### src/hw/rtl/rsi_queue.sv
module rsi_queue #(
    parameter int WIDTH = 8,
    parameter int DEPTH = 4
) (
    input  logic             clk,
    input  logic             rst_n,
    input  logic             push,
    input  logic [WIDTH-1:0] wdata,
    input  logic             pop,
    output logic [WIDTH-1:0] rdata,
    output logic             empty,
    output logic             full
);
    localparam int AW = $clog2(DEPTH);

    logic [WIDTH-1:0] mem_reg [DEPTH];
    logic [AW:0]      wptr_reg, wptr_next;
    logic [AW:0]      rptr_reg, rptr_next;

    assign empty = (wptr_reg == rptr_reg);
    assign full  = (wptr_reg[AW] != rptr_reg[AW]) &&
                   (wptr_reg[AW-1:0] == rptr_reg[AW-1:0]);
    assign rdata = mem_reg[rptr_reg[AW-1:0]];

    always_comb
    begin
        wptr_next = wptr_reg + (AW+1)'(push && !full);
        rptr_next = rptr_reg + (AW+1)'(pop && !empty);
    end

    always_ff @(posedge clk or negedge rst_n)
    begin
        if (!rst_n)
        begin
            wptr_reg <= '0;
            rptr_reg <= '0;
        end
        else
        begin
            wptr_reg <= wptr_next;
            rptr_reg <= rptr_next;
        end
    end

    always_ff @(posedge clk)
    begin
        if (push && !full)
        begin
            mem_reg[wptr_reg[AW-1:0]] <= wdata;
        end
    end
endmodule

### config.mk
export PLATFORM = sky130hd
export DESIGN_NAME = rsi_queue
export DESIGN_NICKNAME = d
export VERILOG_FILES = /design/src/hw/rtl/rsi_queue.sv
export SDC_FILE = /design/constraint.sdc
export NUM_CORES = 1
export LEC_CHECK = 0
export BUFFER_PORTS_ARGS = -buffer_cell sky130_fd_sc_hd__buf_2
export CAP_MARGIN = 20
export CORE_ASPECT_RATIO = 1.75
export CORE_MARGIN = 8
export CORE_UTILIZATION = 54
export DETAILED_ROUTE_END_ITERATION = 6
export GPL_TIMING_DRIVEN = 1
export PLACE_DENSITY = 0.78
export SYNTH_ARGS = -nofsm -noshare
export SYNTH_HDL_FRONTEND = slang
export SYNTH_SLANG_ARGS = --single-unit
### constraint.sdc
create_clock -name clk -period 1.8 [get_ports clk]
set_input_delay 0.36 -clock clk [delete_from_list [all_inputs] [get_ports clk]]
set_output_delay 0.36 -clock clk [all_outputs]
set_load 0.1 [all_outputs]
==> results of run 1 <==
through the flow:
stage,area [um2],setup TNS [ps],util
final,2110,-936,0.775
after global routing,2110,-1480,0.775
after CTS,2080,-1090,0.765
after detailed placement,1900,0,0.699
after global placement,1900,0,0.699
after floorplan,1580,-183,-
cell type report:
type                    instances  area share
clock buffers                   6      0.0392
clock inverters                 2      0.0285
multi-input cells              32       0.218
flip-flops and latches         38       0.529
well taps                      27      0.0160
repair buffers                 33       0.169
path summary, 6_finish.rpt:
| path | startpoint | end | slack, ps | cells past startpoint |
|---|---|---|---|---|
| min in group asynchronous | rst_n | rptr_reg[2] | 410 | 2 |
| min | wdata[5] | mem_reg[1][5] | 280 | 1 |
| max in group asynchronous | rst_n | rptr_reg[1] | 1230 | 2 |
| max reg2reg | rptr_reg[1] | rptr_reg[2] | 40 | 6 |
| min reg2reg | wptr_reg[2] | wptr_reg[2] | 560 | 1 |
| max | rptr_reg[0] | rdata[5] | -130 | 3 |
worst max-delay path, delay by kind of cell, from the launching register on:
family / cells / cell delay [ps]
muxes: 1 / 540
DFF: 1 / 400
buffers and inverters: 2 / 340
cell usage in the layout, fill, tap and decap left out, drive strengths merged, types with 2 or more instances in the layout:
cell,count
dfrtp,6
xnor2,3
buf,32
bufinv,2
o31a,2
mux4,8
xor2,5
ha,4
clkbuf,6
edfxtp,32
a31oi,2
nor3,2
metal layers:
metal,wire length [um],part of all wire,up-vias
li1,-,-,368
met1,1030,0.35,409
met2,1670,0.57,29
met3,149,0.051,7
met4,70,0.024,0
met5,0,0,-
logic make-up (layout without fill, tap and decap cells):
| kind of cell | Yosys count | in the layout | synth area share |
|---|---|---|---|
| AO/OA/AOI/OAI | 6 | 6 | 0.0358 |
| XOR/XNOR | 8 | 8 | 0.0553 |
| adder cells (fa/ha/maj) | 4 | 4 | 0.0325 |
| buffers and inverters | 3 | 41 | 0.0179 |
| flip-flops | 38 | 38 | 0.722 |
| multiplexers | 8 | 8 | 0.117 |
| AND/OR/NAND/NOR | 6 | 6 | 0.0195 |
timing repair:
action	4_1_cts	5_1_grt
resized for setup	4	7
endpoints found under the hold margin	6	0
hold buffers	1	0
cloned	0	0
pin swaps	3	2
setup buffers	3	0
setup endpoints to repair	10	15
==> results.ini, run 1 <==
[layout]
final_nets=126
regArea_mm2=0.00112
multi_input_area_um2=460
drive_above_1_share=0.550
syn_to_final_growth_pct=37.0
fillCellCount=148
largest_reg_flops=32
fin_cells=138
diodes=0

[sta]
hold_violations=0
finalHoldWorstSlack_ps=284
finalSetupViolCount=8
skew_ps=5.43
fin_crit_sh=1.07
clock.fmax_ghz=0.519
worstMarginPinSlew_ps=443
fin_ws_ps=-126
rsz0062_at_grt=true
final.min_clock_period_ps=1930
slew_headroom=0.703
drv_slew=0

[global_routing]
gr-max-usage-layer=met2
antenna_found_initial=0
grt_pass1_vias=948
grt_use_met1=0.128
grt_use_total=0.132
gr-total-overflow=0
grt_pass1_wl_um=4800
grt_use_met3=0.0439
use_met2=0.233
grt_max_degree=13

[logic_synthesis]
synth_seq_cells=38
syn_nets=89
synth_warnings=0
yosysSeqAreaShare=0.722
yosysMostFrequentCell=edfxtp_1
syn_area_mm2=0.00154
synth_top_area_cell=edfxtp_1
syn_inst=73
synth_edf_count=32
yosys-top-cells-area=edfxtp_1 62%, mux4_2 12%, dfrtp_1 9.8%
synth.avg_cell_area_um2=21.1
postSynth.asyncResetShare=0.158
synth.top_cells.by_count=32 x edfxtp_1, 8 x mux4_2, 6 x dfrtp_1
yosysTopAreaCellShare=0.624
synth-main-ff-cell=edfxtp_1
ys_types=18

[cts]
clock_sinks=38
root_buffer=clkbuf_8
clk_latency_ps=290
clk_path_buf_depth=2
cts_tree=yes
clkTransAtPathRegs_ps=70
htree_num_levels=2
cts_made_buffers=5

[worst_setup_path]
crit_arrival_ps=1570
cp_slowest_cell=mux4_2
worst_setup_path_start_kind=register
path_cells=buf_6 -> mux4_2 -> buf_12
cp-end-kind=output pin
crit_type=register to output pin
cpPeakStageDelay_ps=540
cp.required_ps=1440
cp_max_fo=4

[placement]
hpwl_um=2010
globalplace.congestion=0.776
placedCellCount=127
place_ws_ps=113
io_buffers=21

[run_status]
violations=setup timing
outcome=complete, but fails checks

[die]
io_pins=22
coreArea_mm2=0.00272
start_util=0.566
die-area_mm2=0.00488
die_w_um=56.4
die_y_um=86.6
num_rows=25

[route]
dr.pass1.iters=4
drtIter0Drc=26
drc=0
wl_per_cell_um=21.2
vias=813
via_per_inst=5.89
finalWirelength_um=2920
antenna_left=0

[hold_path]
min_path_type=input port to register

[run]
max-cap-violations=0

Power of run 1 is not shown: default switching activity piles up to over one toggle a cycle in this logic, so the estimate is an artifact.
==> run 2, diff against run 1 <==
--- a/config.mk
+++ b/config.mk
@@ -5,7 +5,8 @@
 export SDC_FILE = /design/constraint.sdc
 export NUM_CORES = 1
 export LEC_CHECK = 0
-export BUFFER_PORTS_ARGS = -buffer_cell sky130_fd_sc_hd__buf_2
+export ABC_AREA = 1
+export BUFFER_PORTS_ARGS = -buffer_cell sky130_fd_sc_hd__buf_4
 export CAP_MARGIN = 20
 export CORE_ASPECT_RATIO = 1.75
 export CORE_MARGIN = 8
==> results.ini, run 2 <==
[sta]
clock.fmax_ghz=0.558  ; was 0.519 GHz
slew_headroom=0.817  ; was 0.703
rsz0062_at_grt=true  ; unchanged
fin_crit_sh=0.995  ; was 1.07
skew_ps=4.88  ; was 5.43 ps
drv_slew=0  ; unchanged
fin_ws_ps=8.62  ; was -126 ps
finalSetupViolCount=0  ; was 8
worstMarginPinSlew_ps=275  ; was 443 ps
hold_violations=0  ; unchanged
final.min_clock_period_ps=1790  ; was 1930 ps

[cts]
htree_num_levels=2  ; unchanged
cts_made_buffers=5  ; unchanged
clk_latency_ps=290  ; about the same
clk_path_buf_depth=2  ; unchanged
cts_tree=yes  ; unchanged
root_buffer=clkbuf_8  ; unchanged
clock_sinks=38  ; unchanged
clkTransAtPathRegs_ps=70  ; about the same

[route]
dr.pass1.iters=4  ; unchanged
vias=1000  ; was 813
antenna_left=0  ; unchanged
finalWirelength_um=3260  ; was 2920 um
wl_per_cell_um=18.1  ; was 21.2 um
drc=0  ; unchanged
drtIter0Drc=35  ; was 26
via_per_inst=5.56  ; was 5.89

[layout]
final_nets=167  ; was 126
syn_to_final_growth_pct=47.4  ; was 37.0%
layout_common_cells=32 x edfxtp_1, 15 x buf_12, 14 x buf_4  ; was 32 x edfxtp_1, 11 x buf_2, 10 x buf_12
diodes=0  ; unchanged
fillCellCount=149  ; was 148
largest_reg_flops=32  ; unchanged
drive_above_1_share=0.487  ; was 0.550
fin_cells=180  ; was 138
final_common_cell=edfxtp_1  ; unchanged

[logic_synthesis]
yosys-top-cells-area=edfxtp_1 61%, dfrtp_1 9.5%, o21ai_0 5.1%  ; was edfxtp_1 62%, mux4_2 12%, dfrtp_1 9.8%
synth_top_family_by_area=simple AND/OR/NAND/NOR gates  ; was multiplexers
yosysMostFrequentCell=edfxtp_1  ; unchanged
synthAdderAreaFrac=0.0318  ; was 0.0325
yosysSeqAreaShare=0.706  ; was 0.722
synth_seq_cells=38  ; unchanged
yosysTopAreaCellShare=0.611  ; was 0.624
synthMuxAreaShare=0  ; was 0.117
synth-main-ff-cell=edfxtp_1  ; unchanged
synth_compound_area_frac=0.0827  ; was 0.0358
synthXorXnorAreaFrac=0.0215  ; was 0.0553
synth_warnings=0  ; unchanged
synth_top_area_cell=edfxtp_1  ; unchanged
ys_types=18  ; unchanged
synth.top_cells.by_count=32 x edfxtp_1, 16 x nor2_1, 16 x o21ai_0  ; was 32 x edfxtp_1, 8 x mux4_2, 6 x dfrtp_1
syn_inst=117  ; was 73
synth_edf_count=32  ; unchanged
syn_area_mm2=0.00157  ; was 0.00154 mm2
yosys.area_share.simple=0.100  ; was 0.0195
syn_nets=133  ; was 89
synth.avg_cell_area_um2=13.4  ; was 21.1 um2
postSynth.asyncResetShare=0.158  ; unchanged

[die]
num_rows=26  ; was 25
coreArea_mm2=0.00286  ; was 0.00272 mm2
die_w_um=56.8  ; was 56.4 um
die_y_um=87.4  ; was 86.6 um
die-area_mm2=0.00496  ; was 0.00488 mm2
start_util=0.549  ; was 0.566
io_pins=22  ; unchanged

[placement]
globalplace.congestion=0.729  ; was 0.776
place_ws_ps=58.7  ; was 113 ps
io_buffers=21  ; unchanged
hpwl_um=2110  ; was 2010 um
placedCellCount=169  ; was 127

[worst_setup_path]
crit_type=register to output pin  ; unchanged
cp.required_ps=1440  ; about the same
path_cells=buf_12 -> clkinv_16 -> nor2_2 -> o22ai_4 -> buf_12  ; was buf_6 -> mux4_2 -> buf_12
cp_top_family=buffers and inverters  ; was multiplexers
cp-end-kind=output pin  ; unchanged
crit_arrival_ps=1430  ; was 1570 ps
worst_setup_path_start_kind=register  ; unchanged
cp_max_fo=17  ; was 4
crit_top_cell=buf_12
cpPeakStageDelay_ps=390  ; was 540 ps
cp_slowest_cell=dfrtp_1  ; was mux4_2
critPathBufInv=3  ; was 2

[global_routing]
grt_max_degree=18  ; was 13
gr-max-usage-layer=met2  ; unchanged
gr-total-overflow=0  ; unchanged
use_met2=0.238  ; was 0.233
grt_use_total=0.137  ; was 0.132
grt_use_met3=0.0424  ; was 0.0439
grt_use_met1=0.136  ; was 0.128
grt_pass1_vias=1028  ; was 948
antenna_found_initial=0  ; unchanged
grt_pass1_wl_um=5000  ; was 4800 um

[run]
max-cap-violations=0  ; unchanged

[run_status]
outcome=finished, final reports clean  ; was complete, but fails checks

[hold_path]
min_path_type=input port to register  ; unchanged

-- run 2: changes by cell type in the layout (fill, tap and decap cells not counted), moves of 5 or more --
| cell | delta |
|---|---|
| o22ai_4 | +8 |
| buf_4 | +5 |
| nand2_1 | +9 |
| buf_2 | -11 |
| nor2_2 | +12 |
| inv_1 | +6 |
| nor2_1 | +7 |
| buf_12 | +5 |
| o21ai_1 | +8 |
| mux4_2 | -8 |
| o21ai_4 | +6 |
-- run 2: stage by stage --
step | cell area (um2) | hold WS (ps) | utilization | setup TNS, ps
floorplan | 1680 | 64.4 | - | 0
global placement | 1930 | 170 | 0.675 | 0
detailed placement | 1930 | 172 | 0.675 | 0
CTS | 2150 | 259 | 0.751 | -104
global route | 2320 | 262 | 0.810 | -397
finish | 2320 | 267 | 0.810 | 0
-- run 2: layout make-up --
class / instances / area, um2 / share of cell area
flip-flops and latches: 38 / 1110 / 0.480
multi-input cells: 65 / 588 / 0.254
repair buffers: 31 / 423 / 0.182
clock buffers: 7 / 86.3 / 0.0372
inverters: 10 / 68.8 / 0.0297
well taps: 28 / 35.0 / 0.0151
clock inverters: 1 / 5.00 / 0.00216
-- run 2: final timing paths --
kind	startpoint	slack [ps]	cells after the start	to
min reg2reg	wptr_reg[2]	490	1	wptr_reg[2]
min	wdata[3]	270	1	mem_reg[3][3]
max	rptr_reg[0]	9	5	rdata[0]
min in group asynchronous	rst_n	410	2	wptr_reg[0]
max reg2reg	rptr_reg[0]	160	8	wptr_reg[2]
max in group asynchronous	rst_n	1260	2	rptr_reg[1]
-- run 2: cell families after synthesis --
kind of cell,after synthesis
compound gates,24
xor+xnor,3
buf+inv,14
simple gates,34
fa+ha+maj,4
flops,38
-- run 2: what timing repair did --
item,4_1_cts,5_1_grt
buffers inserted,0,2
hold endpoints to repair,6,0
gates resized for setup,45,37
hold buffers,1,0
setup endpoints to repair,10,10
-- run 2: routing by layer --
layer	up-vias	share of wire
li1	480	-
met1	484	0.36
met2	27	0.57
met3	9	0.040
met4	0	0.032
met5	-	0
-- run 2: worst reg2reg max path: cells and delay by family, from the launching register on --
| family | cells | cell delay [ps] |
|---|---|---|
| flops | 1 | 410 |
| fa+ha+maj | 2 | 360 |
| xor+xnor | 2 | 280 |
| simple gates | 2 | 250 |
| buf+inv | 2 | 220 |
Power of run 2 is left out for the same reason.
